===== src/ookms_pkg.sv =====
package ookms_pkg;

  // sequencer steps, also the address of the control store
  typedef enum logic [2:0] {
    STEP_IDLE = 3'd0,
    STEP_HDR  = 3'd1,
    STEP_SEQ  = 3'd2,
    STEP_BYTE = 3'd3,
    STEP_STOP = 3'd4
  } step_t;

  // datapath operation of one step
  typedef enum logic [2:0] {
    OP_WAIT     = 3'd0,
    OP_HDR      = 3'd1,
    OP_MAN_SEQ  = 3'd2,
    OP_MAN_BYTE = 3'd3,
    OP_STOP     = 3'd4
  } op_t;

  // condition under which a step runs, else it is skipped
  typedef enum logic [1:0] {
    COND_ALWAYS = 2'd0,
    COND_FIRST  = 2'd1,
    COND_VALID  = 2'd2,
    COND_LAST   = 2'd3
  } cond_t;

  typedef struct packed {
    op_t   op;
    cond_t cond;
    step_t nxt;
  } ucode_t;

  // configuration register indexes
  localparam logic [1:0] REG_HEADER_PATTERN = 2'd0;
  localparam logic [1:0] REG_HEADER_LENGTH  = 2'd1;

  localparam logic [4:0] MAN_CHIPS  = 5'd16;
  localparam logic [4:0] STOP_CHIPS = 5'd2;

  // control store
  function automatic ucode_t ucode_rom(step_t s);
    ucode_t w;
    unique case (s)
      STEP_IDLE: w = '{op: OP_WAIT,     cond: COND_ALWAYS, nxt: STEP_HDR};
      STEP_HDR:  w = '{op: OP_HDR,      cond: COND_FIRST,  nxt: STEP_SEQ};
      STEP_SEQ:  w = '{op: OP_MAN_SEQ,  cond: COND_FIRST,  nxt: STEP_BYTE};
      STEP_BYTE: w = '{op: OP_MAN_BYTE, cond: COND_VALID,  nxt: STEP_STOP};
      STEP_STOP: w = '{op: OP_STOP,     cond: COND_LAST,   nxt: STEP_IDLE};
      default:   w = '{op: OP_WAIT,     cond: COND_ALWAYS, nxt: STEP_IDLE};
    endcase
    return w;
  endfunction

endpackage


===== src/ook_manchester_frame_serializer_top.sv =====
// on-off-keyed light link frame serializer with manchester coding
//
// input stream: one transaction per payload item. tdata carries the payload
// byte and the frame sequence byte, tuser the byte-valid and first-item flags,
// tlast the last-item flag. the item is held while its chips are produced and
// in_tready is high only between items.
// output stream: one transaction per line chip, tdata bit 0 is the light
// level, tlast marks the final chip caused by the item.
// a first item sends header_length raw header chips (capped at
// MAX_HEADER_CHIPS) then 16 sequence chips; a valid byte adds 16 chips and a
// last item two low stop chips.
// a small control store steps through wait, header, sequence, byte and stop;
// a running step puts out one chip per cycle unless the receiver stalls, and a
// step whose condition does not hold for the item, or that has no chips, is
// skipped. the sequencer takes no new item until it is back in the wait step.
// when the receiver stalls, the output register holds its chip and the
// sequencer waits; no chip is dropped.
// reset (synchronous, active low) returns the sequencer to wait, empties the
// output register and clears both configuration registers.
// configuration is written through cfg_we/cfg_addr/cfg_wdata between items.
module ook_manchester_frame_serializer_top
  import ookms_pkg::*;
#(
  parameter int MAX_HEADER_CHIPS = 16
) (
  input  logic        clk,
  input  logic        rst_n,
  // configuration write port
  input  logic        cfg_we,
  input  logic [1:0]  cfg_addr,
  input  logic [15:0] cfg_wdata,
  // input item stream
  input  logic        in_tvalid,
  output logic        in_tready,
  input  logic [15:0] in_tdata,   // [7:0] payload_byte, [15:8] frame_seq
  input  logic [1:0]  in_tuser,   // [0] byte_valid, [1] first_item
  input  logic        in_tlast,   // last_item
  // chip stream
  output logic        out_tvalid,
  input  logic        out_tready,
  output logic [7:0]  out_tdata,  // [0] line_level, [7:1] zero
  output logic        out_tlast   // last_chip
);

  localparam logic [4:0] MAX_HDR = 5'(MAX_HEADER_CHIPS);

  // configuration registers
  logic [15:0] header_pattern_r;
  logic [4:0]  header_length_r;

  // latched item
  logic [7:0] payload_byte_r;
  logic [7:0] frame_seq_r;
  logic       byte_valid_r;
  logic       first_item_r;
  logic       last_item_r;

  // sequencer
  step_t      pc_r, pc_nxt;
  logic [3:0] cnt_r, cnt_nxt;

  // output register
  logic out_tvalid_r;
  logic out_level_r;
  logic out_last_r;

  ucode_t     uw;
  logic       cond_ok;
  logic [4:0] limit;
  logic [4:0] len_eff;
  logic       can_emit;
  logic       emit;
  logic       chip_level;
  logic       chip_last;
  logic       step_end;
  op_t        final_op;
  logic [7:0] man_byte;
  logic       man_bit;
  logic [3:0] hdr_pos;
  logic       in_accept;

  assign len_eff   = (header_length_r > MAX_HDR) ? MAX_HDR : header_length_r;
  assign uw        = ucode_rom(pc_r);
  assign can_emit  = !out_tvalid_r || out_tready;
  assign in_accept = in_tvalid && in_tready;
  assign in_tready = (pc_r == STEP_IDLE);

  // the step whose last chip closes the item
  always_comb begin
    priority if (last_item_r) final_op = OP_STOP;
    else if (byte_valid_r)    final_op = OP_MAN_BYTE;
    else                      final_op = OP_MAN_SEQ;
  end

  always_comb begin
    unique case (uw.cond)
      COND_ALWAYS: cond_ok = 1'b1;
      COND_FIRST:  cond_ok = first_item_r;
      COND_VALID:  cond_ok = byte_valid_r;
      COND_LAST:   cond_ok = last_item_r;
      default:     cond_ok = 1'b0;
    endcase
  end

  // chip datapath
  assign man_byte   = (uw.op == OP_MAN_SEQ) ? frame_seq_r : payload_byte_r;
  assign man_bit    = man_byte[3'd7 - cnt_r[3:1]];
  assign hdr_pos    = 4'(len_eff - 5'd1 - {1'b0, cnt_r});

  always_comb begin
    limit      = 5'd0;
    chip_level = 1'b0;
    unique case (uw.op)
      OP_WAIT: begin
        limit      = 5'd0;
        chip_level = 1'b0;
      end
      OP_HDR: begin
        limit      = len_eff;
        chip_level = header_pattern_r[hdr_pos];
      end
      OP_MAN_SEQ, OP_MAN_BYTE: begin
        limit      = MAN_CHIPS;
        // a one is low then high, a zero high then low
        chip_level = cnt_r[0] ? man_bit : ~man_bit;
      end
      OP_STOP: begin
        limit      = STOP_CHIPS;
        chip_level = 1'b0;
      end
      default: begin
        limit      = 5'd0;
        chip_level = 1'b0;
      end
    endcase
  end

  assign step_end  = (({1'b0, cnt_r} + 5'd1) == limit);
  assign chip_last = step_end && (uw.op == final_op);

  // sequencer next state
  always_comb begin
    pc_nxt  = pc_r;
    cnt_nxt = cnt_r;
    emit    = 1'b0;
    if (uw.op == OP_WAIT) begin
      if (in_accept) begin
        pc_nxt  = uw.nxt;
        cnt_nxt = '0;
      end
    end else if (!cond_ok || limit == 5'd0) begin
      // step not taken for this item
      pc_nxt  = uw.nxt;
      cnt_nxt = '0;
    end else if (can_emit) begin
      emit = 1'b1;
      if (step_end) begin
        pc_nxt  = uw.nxt;
        cnt_nxt = '0;
      end else begin
        cnt_nxt = cnt_r + 4'd1;
      end
    end
  end

  always_ff @(posedge clk) begin
    if (!rst_n) begin
      pc_r  <= STEP_IDLE;
      cnt_r <= '0;
    end else begin
      pc_r  <= pc_nxt;
      cnt_r <= cnt_nxt;
    end
  end

  // configuration writes, unknown indexes ignored
  always_ff @(posedge clk) begin
    if (!rst_n) begin
      header_pattern_r <= '0;
      header_length_r  <= '0;
    end else if (cfg_we) begin
      if (cfg_addr == REG_HEADER_PATTERN) header_pattern_r <= cfg_wdata;
      if (cfg_addr == REG_HEADER_LENGTH)  header_length_r  <= cfg_wdata[4:0];
    end
  end

  // item capture
  always_ff @(posedge clk) begin
    if (in_accept) begin
      payload_byte_r <= in_tdata[7:0];
      frame_seq_r    <= in_tdata[15:8];
      byte_valid_r   <= in_tuser[0];
      first_item_r   <= in_tuser[1];
      last_item_r    <= in_tlast;
    end
  end

  // output register
  always_ff @(posedge clk) begin
    if (!rst_n) begin
      out_tvalid_r <= 1'b0;
    end else if (emit) begin
      out_tvalid_r <= 1'b1;
    end else if (out_tready) begin
      out_tvalid_r <= 1'b0;
    end
  end

  always_ff @(posedge clk) begin
    if (emit) begin
      out_level_r <= chip_level;
      out_last_r  <= chip_last;
    end
  end

  assign out_tvalid = out_tvalid_r;
  assign out_tdata  = {7'd0, out_level_r};
  assign out_tlast  = out_last_r;

  // checks
  a_accept_starts: assert property (@(posedge clk) disable iff (!rst_n)
    in_accept |=> (pc_r == STEP_HDR && cnt_r == 4'd0))
    else $error("accepted item did not start the header step");

  // the sequencer still passes through any skipped steps after the final chip
  a_final_chip_idles: assert property (@(posedge clk) disable iff (!rst_n)
    (emit && chip_last) |-> ##[1:3] (pc_r == STEP_IDLE))
    else $error("sequencer kept running after the final chip");

  a_hdr_in_range: assert property (@(posedge clk) disable iff (!rst_n)
    (emit && uw.op == OP_HDR) |-> ({1'b0, cnt_r} < len_eff))
    else $error("header chip index beyond header length");

  a_no_emit_when_stalled: assert property (@(posedge clk) disable iff (!rst_n)
    (out_tvalid_r && !out_tready) |-> !emit)
    else $error("chip produced while output register is stalled");

endmodule


===== config.mk =====
export PLATFORM = sky130hd
export DESIGN_NAME = ook_manchester_frame_serializer_top
export DESIGN_NICKNAME = d
export VERILOG_FILES = /design/src/ookms_pkg.sv /design/src/ook_manchester_frame_serializer_top.sv
export SDC_FILE = /design/constraint.sdc
export NUM_CORES = 1
export LEC_CHECK = 0
export BUFFER_PORTS_ARGS = -buffer_cell sky130_fd_sc_hd__buf_2
export CORE_MARGIN = 2
export CORE_UTILIZATION = 30
export DETAILED_ROUTE_END_ITERATION = 16
export MAX_ROUTING_LAYER = met4
export PLACE_DENSITY = 0.46
export SLEW_MARGIN = 20
export SYNTH_ARGS = -nofsm -noshare
export SYNTH_HDL_FRONTEND = slang
export SYNTH_SLANG_ARGS = --single-unit

===== constraint.sdc =====
create_clock -name clk -period 7.1 [get_ports clk]
set_clock_uncertainty 0.2 [all_clocks]
set_input_delay 0.71 -clock clk [delete_from_list [all_inputs] [get_ports clk]]
set_output_delay 0.71 -clock clk [all_outputs]
set_load 0.02 [all_outputs]

==> results.json, run 1 <==
{
  "status": "finished, final reports clean",
  "cts_root_buf": "sky130_fd_sc_hd__clkbuf_8",
  "port_buffers": 45,
  "min_to": "header_pattern_r[6]$_SDFFE_PN0P_",
  "timing.critical_path.cells": "inv_2 -> or3_1 -> mux4_1 -> mux4_2 -> xnor2_1 -> nand2_1 -> a21oi_2",
  "reg2reg_depth": 7,
  "route.vias.total": 1834,
  "timing_worst_slew_pin_value_ns": 0.864,
  "final_cell_mix": "sky130_fd_sc_hd__buf_2, sky130_fd_sc_hd__nand2_1, sky130_fd_sc_hd__dfxtp_1",
  "timing.hold.worst_path_depth": 2,
  "detail_route.iter0.violations": 123,
  "crit_buf_inv": 1,
  "grt_use_total_pct": 12.5,
  "yosys-top-cells-area": "sky130_fd_sc_hd__edfxtp_1, sky130_fd_sc_hd__dfxtp_1, sky130_fd_sc_hd__nand2_1, sky130_fd_sc_hd__mux4_2, sky130_fd_sc_hd__a21oi_1",
  "worstSetupStartpointType": "flip-flop",
  "mostFrequentLayoutCell": "sky130_fd_sc_hd__buf_2",
  "yosys_register_bits": 50,
  "netlist_area_sq_mm": 0.00255,
  "cts.htree.levels": 2,
  "die_area_sq_mm": 0.00925,
  "cap_violations": 0,
  "post_drt_via_cell_ratio": 4.68,
  "layout.nets": 333,
  "tritoncts": "yes",
  "syn_to_final_growth_pct": 14.5,
  "grt_first_pass_wirelength_mm": 8.63,
  "detailed_place_hpwl_mm": 3.84,
  "number_of_sinks_driven_by_the_clock_tree": 50,
  "placedInstanceArea_sq_mm": 0.00281,
  "grt_start_max_net_pins": 29,
  "globalplace.congestion": 0.766,
  "fp.coreArea_sq_mm": 0.00822,
  "firstDrtPassIters": 6,
  "boundaryPins": 53,
  "synth_ff_type": "sky130_fd_sc_hd__dfxtp_1",
  "postCtsSetupRepairBufs": 0,
  "fin_ws_ns": 4.12,
  "post-layout-total-power_uw": 831,
  "post_route_antenna_net_violation_count": 0,
  "timing.critical_path.required_ns": 6.94,
  "num_rows": 33,
  "first_global_vias": 1743,
  "layout.cell_area.non_filler_sq_mm": 0.00292,
  "diodes": 0,
  "post_cts_sizing_count": 0,
  "hold_class": "flip-flop to flip-flop",
  "slowest_cell_delay_on_critical_path_ns": 0.64,
  "die_width_um": 96.2,
  "rrSetupSlack_ns": 4.12,
  "total_leakage_power_nw": 1.10,
  "ctsHoldBuffers": 0,
  "drcViolationCount": 0,
  "max-slew-margin-rel_pct": 42.4,
  "gr-total-overflow": 0,
  "dp_slack_ns": 4.16,
  "final_report_setup_violation_count": 0,
  "synth-edff-count": 21,
  "fmax_mhz": 336,
  "reg2reg_from": "pc_r[1]$_SDFFE_PN0P_",
  "critical_path.reg2reg.endpoint": "out_level_r$_DFFE_PP_",
  "grt_setup_unrepaired": "false",
  "end_kind": "flip-flop",
  "critPathArrivalTime_ns": 2.82,
  "postSynth.asyncResetShare_pct": 0,
  "timing_hold_violations_final": 0,
  "post-route-period-util_pct": 42.0,
  "peakVddDrop_mv": 0.0942,
  "setup-tns-final_ns": 0,
  "clock_tree.buffer_depth": 2,
  "synth_area_per_cell_sq_um": 10.2,
  "routed_wire_length_per_instance_um": 13.5,
  "finalWirelength_mm": 5.30,
  "power.density_cell_area_mw_per_mm2": 285,
  "final_max_slew_viol_count": 0,
  "cts_inserted_buffers": 5,
  "initial_utilization_pct": 31.0,
  "synth_top_area_share_pct": 24.7,
  "path_max_fanout": 14,
  "critPathTopFamily": "multiplexers",
  "number_of_antenna_violations_at_the_first_check_in_global_routing": 0,
  "synth.yosys.seq_area_share_pct": 47.5,
  "hold_path_startpoint": "header_pattern_r[6]$_SDFFE_PN0P_",
  "dieHeight_um": 96.2,
  "synth_largest_area_cell": "sky130_fd_sc_hd__edfxtp_1",
  "insertion_delay_ns": 0.30,
  "synth_cell_type_count": 50,
  "synthesis.instances": 249,
  "ys_warn_count": 0,
  "critical_path.slowest_cell": "sky130_fd_sc_hd__dfxtp_1",
  "clock_transition_at_the_registers_of_the_reported_paths_ns": 0.10,
  "critical_path_class": "flip-flop to flip-flop",
  "final_layout_size_suffix_gt1_share_pct": 23.3,
  "min_period_ns": 2.98
}
## synthesized netlist by cell type (all sizes together) (2+ instances only)
cell type and number:
buf 10, o21ai 4, nor4b 3, nor3 4, nand2 44, or3 4
o31a 3, dfxtp 29, mux4 9, o41ai 2, edfxtp 21, o211ai 2
nand3 5, mux2i 7, ha 4, xnor2 7, o311a 2, xor2 2
nor2b 6, a21oi 26, nor2 15, clkbuf 11, nand3b 2, nand2b 2
inv 6
## metrics by stage
stage / hold slack [ns] / instances / utilization [%]
after detailed placement: 0.245 / 384 / 34.2
final: 0.255 / 392 / 35.5
after floorplan: 0.233 / 255 / -
after CTS: 0.258 / 392 / 35.5
after global routing: 0.273 / 392 / 35.5
after global placement: 0.242 / 384 / 34.2
## sequential cells by signal (all words and copies together), names as in the netlist
name              count
first_item_r          1
cnt_r                 4
header_length_r       5
out_tlast             1
payload_byte_r        8
out_tvalid            1
frame_seq_r           8
header_pattern_r     16
pc_r                  3
last_item_r           1
byte_valid_r          1
out_level_r           1
## kinds of logic (layout without fill, tap and decap cells)
logic type	after synthesis	in the layout	share of synthesized area [%]
mux	17	17	11.6
xor+xnor	9	9	3.09
buf+inv	28	60	5.99
simple gates	93	93	17.6
compound gates	46	46	11.3
other cells	1	7	0.147
fa+ha+maj	5	5	2.75
flops	50	50	47.5
## final cells by class
cell class | count | area [sq um]
Clock buffer | 5 | 68.8
Clock inverter | 3 | 45.0
Fill cell | 830 | 5300
Inverter | 6 | 22.5
Multi-Input combinational cell | 177 | 1210
Sequential cell | 50 | 1210
Tap cell | 105 | 131
Timing Repair Buffer | 46 | 233
## how the worst max path moves through the flow
stage	cells after the start	start	end	slack (ns)
after floorplan	7	pc_r[1]$_SDFFE_PN0P_	pc_r[0]$_SDFFE_PN0P_	4.35
after global placement	7	pc_r[1]$_SDFFE_PN0P_	out_level_r$_DFFE_PP_	4.24
after detailed placement	7	pc_r[1]$_SDFFE_PN0P_	out_level_r$_DFFE_PP_	4.16
after CTS	7	pc_r[1]$_SDFFE_PN0P_	out_level_r$_DFFE_PP_	4.13
after global routing	7	pc_r[1]$_SDFFE_PN0P_	out_level_r$_DFFE_PP_	3.97
final	7	pc_r[1]$_SDFFE_PN0P_	out_level_r$_DFFE_PP_	4.12
## worst min-delay path: stages, from the launching register on
cell                      delay (ns)
sky130_fd_sc_hd__dfxtp_1        0.32
sky130_fd_sc_hd__nand2_1        0.05
sky130_fd_sc_hd__a21oi_1        0.05
## power by group
group          leakage (nW)  switching, mW  total [mW]  internal (mW)
clock                0.0504         0.0987       0.204          0.105
sequential            0.436         0.0384       0.386          0.348
combinational         0.614          0.139       0.241          0.103
total                  1.10          0.276       0.831          0.556
## metal layers
metal  GRT usage [%]  routed length [um]
met4            3.57                  58
met3            2.51                 201
met5               -                   0
met2            19.5                2480
met1            16.4                2560
(Power assumes the default switching activity.)
==> run 2, diff against run 1 <==
--- a/config.mk
+++ b/config.mk
@@ -10,7 +10,7 @@
 export CORE_UTILIZATION = 30
 export DETAILED_ROUTE_END_ITERATION = 16
 export MAX_ROUTING_LAYER = met4
-export PLACE_DENSITY = 0.46
+export PLACE_DENSITY = 0.48
 export SLEW_MARGIN = 20
 export SYNTH_ARGS = -nofsm -noshare
 export SYNTH_HDL_FRONTEND = slang
==> constraint.sdc (replaced) <==
create_clock -name clk -period 2.7 [get_ports clk]
set_clock_uncertainty 0.2 [all_clocks]
set_input_delay 0.27 -clock clk [delete_from_list [all_inputs] [get_ports clk]]
set_output_delay 0.27 -clock clk [all_outputs]
set_load 0.02 [all_outputs]
==> run 2 against run 1 <==
  * Maximum frequency grew 15%
  * Sequential cell count is the same
  * Non-clock buffer count increased by 39
  * Count of clock-buffer cells in the layout is the same
  * Largest power group unchanged
  * Sequential power grew 150%
  * Final area increased by 14%
  * Critical path depth grew 1
  * Register-to-register slack worse by 4.0 ns
  * Utilization up 4.8 points
  * Sequential share of layout area shrank 4.9 points
  * Total power grew to 2.9 times the previous value
==> results.json, run 2 (same netlist as run 1, synthesis figures left out) <==
{
  "status": "finished, final reports clean",
  "clock_tree.buffer_depth": 2,
  "grt_setup_unrepaired": "false",
  "worst_hold_slack_ns": 0.00269,
  "routed-wl-met2_mm": 2.56,
  "grt_start_max_net_pins": 28,
  "worstSetupStartpointType": "flip-flop",
  "gr-total-overflow": 0,
  "num_rows": 33,
  "critical_path_class": "flip-flop to flip-flop",
  "end_kind": "flip-flop",
  "syn_to_final_growth_pct": 30.1,
  "drcViolationCount": 0,
  "number_of_antenna_violations_at_the_first_check_in_global_routing": 0,
  "path_max_fanout": 6,
  "cts_root_buf": "sky130_fd_sc_hd__clkbuf_8",
  "dp_slack_ns": 0.0903,
  "setup-tns-final_ns": 0,
  "cap_violations": 0,
  "final-instance-count-excl-fill": 431,
  "final_cell_mix": "sky130_fd_sc_hd__buf_2, sky130_fd_sc_hd__nand2_1, sky130_fd_sc_hd__dfxtp_1",
  "fp.coreArea_sq_mm": 0.00822,
  "fmax_mhz": 385,
  "grt_use_total_pct": 13.0,
  "route.vias.total": 2053,
  "timing.critical_path.required_ns": 2.75,
  "flip_flop_count_of_the_largest_register_after_layout": 16,
  "port_buffers": 45,
  "slowest_cell_delay_on_critical_path_ns": 0.49,
  "reg.largest.list": "header_pattern_r x16, frame_seq_r x8, payload_byte_r x8",
  "post_drt_via_cell_ratio": 4.76,
  "routed_wire_length_per_instance_um": 12.9,
  "diodes": 0,
  "final_layout_size_suffix_gt1_share_pct": 26.7,
  "min_period_ns": 2.60,
  "hold_class": "input port to flip-flop",
  "reg2reg_depth": 8,
  "grt_first_pass_wirelength_mm": 9.06,
  "placedInstanceArea_sq_mm": 0.00292,
  "total_leakage_power_nw": 1.29,
  "dp.cells": 398,
  "final_report_setup_violation_count": 0,
  "critPathArrivalTime_ns": 2.65,
  "timing_hold_violations_final": 0,
  "timing.hold.worst_path_depth": 3,
  "detailed_place_hpwl_mm": 3.98,
  "finalWirelength_mm": 5.57,
  "topmost_layer_with_routed_signal_wires": "met4",
  "timing.critical_path.cells": "buf_4 -> or3_1 -> o31a_1 -> or3_1 -> and3_4 -> o31a_1 -> or4_1 -> a21oi_2",
  "dieHeight_um": 96.2,
  "number_of_sinks_driven_by_the_clock_tree": 50,
  "wirelength_met1_mm": 2.72,
  "power.density_cell_area_mw_per_mm2": 725,
  "peakVddDrop_mv": 0.310,
  "crit_buf_inv": 1,
  "cts.htree.levels": 2,
  "die_area_sq_mm": 0.00925,
  "layout.cell_area.non_filler_sq_mm": 0.00332,
  "boundaryPins": 53,
  "post_route_antenna_net_violation_count": 0,
  "insertion_delay_ns": 0.31,
  "tritoncts": "yes",
  "first_global_vias": 1863,
  "die_width_um": 96.2,
  "final_max_slew_viol_count": 0,
  "layout.nets": 372,
  "mostFrequentLayoutCell": "sky130_fd_sc_hd__buf_2",
  "critical_path.slowest_cell": "sky130_fd_sc_hd__or4_1",
  "post-route-period-util_pct": 96.2,
  "globalplace.congestion": 0.743,
  "largest-register": "header_pattern_r",
  "critPathTopFamily": "simple AND/OR/NAND/NOR gates",
  "detail_route.iter0.violations": 59,
  "clock_transition_at_the_registers_of_the_reported_paths_ns": 0.10,
  "crit_cells": 8,
  "fin_ws_ns": 0.103,
  "initial_utilization_pct": 31.0,
  "cts_inserted_buffers": 5,
  "met3_routed_length_um": 231,
  "firstDrtPassIters": 4
}
-- run 2: changes by cell type in the layout (fill, tap and decap cells not counted), sizes merged --
cell	previous run	this run
dlygate4sd3	0	25
buf	46	60
clkinvlp	2	0
bufinv	1	2
clkinv	0	1
-- run 2: what timing repair did --
action                     in CTS  in global routing
setup endpoints to repair       0                  4
setup buffers                   0                  0
hold endpoints to repair       24                  1
gates resized for setup         0                  6
hold buffers                   24                  1
-- run 2: metrics by stage --
stage,util [%],total power [mW]
2_1_floorplan,-,1.54
3_3_place_gp,35.5,1.76
3_5_place_dp,35.5,1.76
4_1_cts,40.0,2.41
5_1_grt,40.4,2.53
6_report,40.4,2.40
-- run 2: area by class of cell --
cell class | instances | area (sq um)
Clock buffer | 5 | 68.8
Inverter | 6 | 22.5
Timing Repair Buffer | 85 | 588
Clock inverter | 3 | 63.8
Sequential cell | 50 | 1210
Tap cell | 105 | 131
Fill cell | 796 | 4900
Multi-Input combinational cell | 177 | 1230
-- run 2: where the power goes --
| group | switching [mW] | internal (mW) | total [mW] |
|---|---|---|---|
| clock network | 0.255 | 0.367 | 0.621 |
| registers | 0.0350 | 0.912 | 0.947 |
| logic | 0.457 | 0.379 | 0.836 |
| total | 0.746 | 1.66 | 2.40 |
-- run 2: per-layer routing --
layer	up-vias	track usage (%)
met5	-	-
met4	0	3.93
met3	6	2.35
met2	51	20.4
met1	966	17.2
li1	1030	-
-- run 2: path summary, 6_finish.rpt --
check / endpoint / from / slack [ns]
worst max-delay path: pc_r[0]$_SDFFE_PN0P_ / header_length_r[4]$_SDFFE_PN0P_ / 0.10
worst min-delay path: header_pattern_r[9]$_SDFFE_PN0P_ / cfg_wdata[9] / 0.003
worst max register to register: pc_r[0]$_SDFFE_PN0P_ / header_length_r[4]$_SDFFE_PN0P_ / 0.10
worst min register to register: header_pattern_r[6]$_SDFFE_PN0P_ / header_pattern_r[6]$_SDFFE_PN0P_ / 0.26
-- run 2: worst register-to-register path: stages (launching register included) --
cell,delay [ns]
sky130_fd_sc_hd__dfxtp_2,0.34
sky130_fd_sc_hd__buf_4,0.15
sky130_fd_sc_hd__or3_1,0.36
sky130_fd_sc_hd__o31a_1,0.26
sky130_fd_sc_hd__or3_1,0.33
sky130_fd_sc_hd__and3_4,0.18
sky130_fd_sc_hd__o31a_1,0.12
sky130_fd_sc_hd__or4_1,0.49
sky130_fd_sc_hd__a21oi_2,0.12
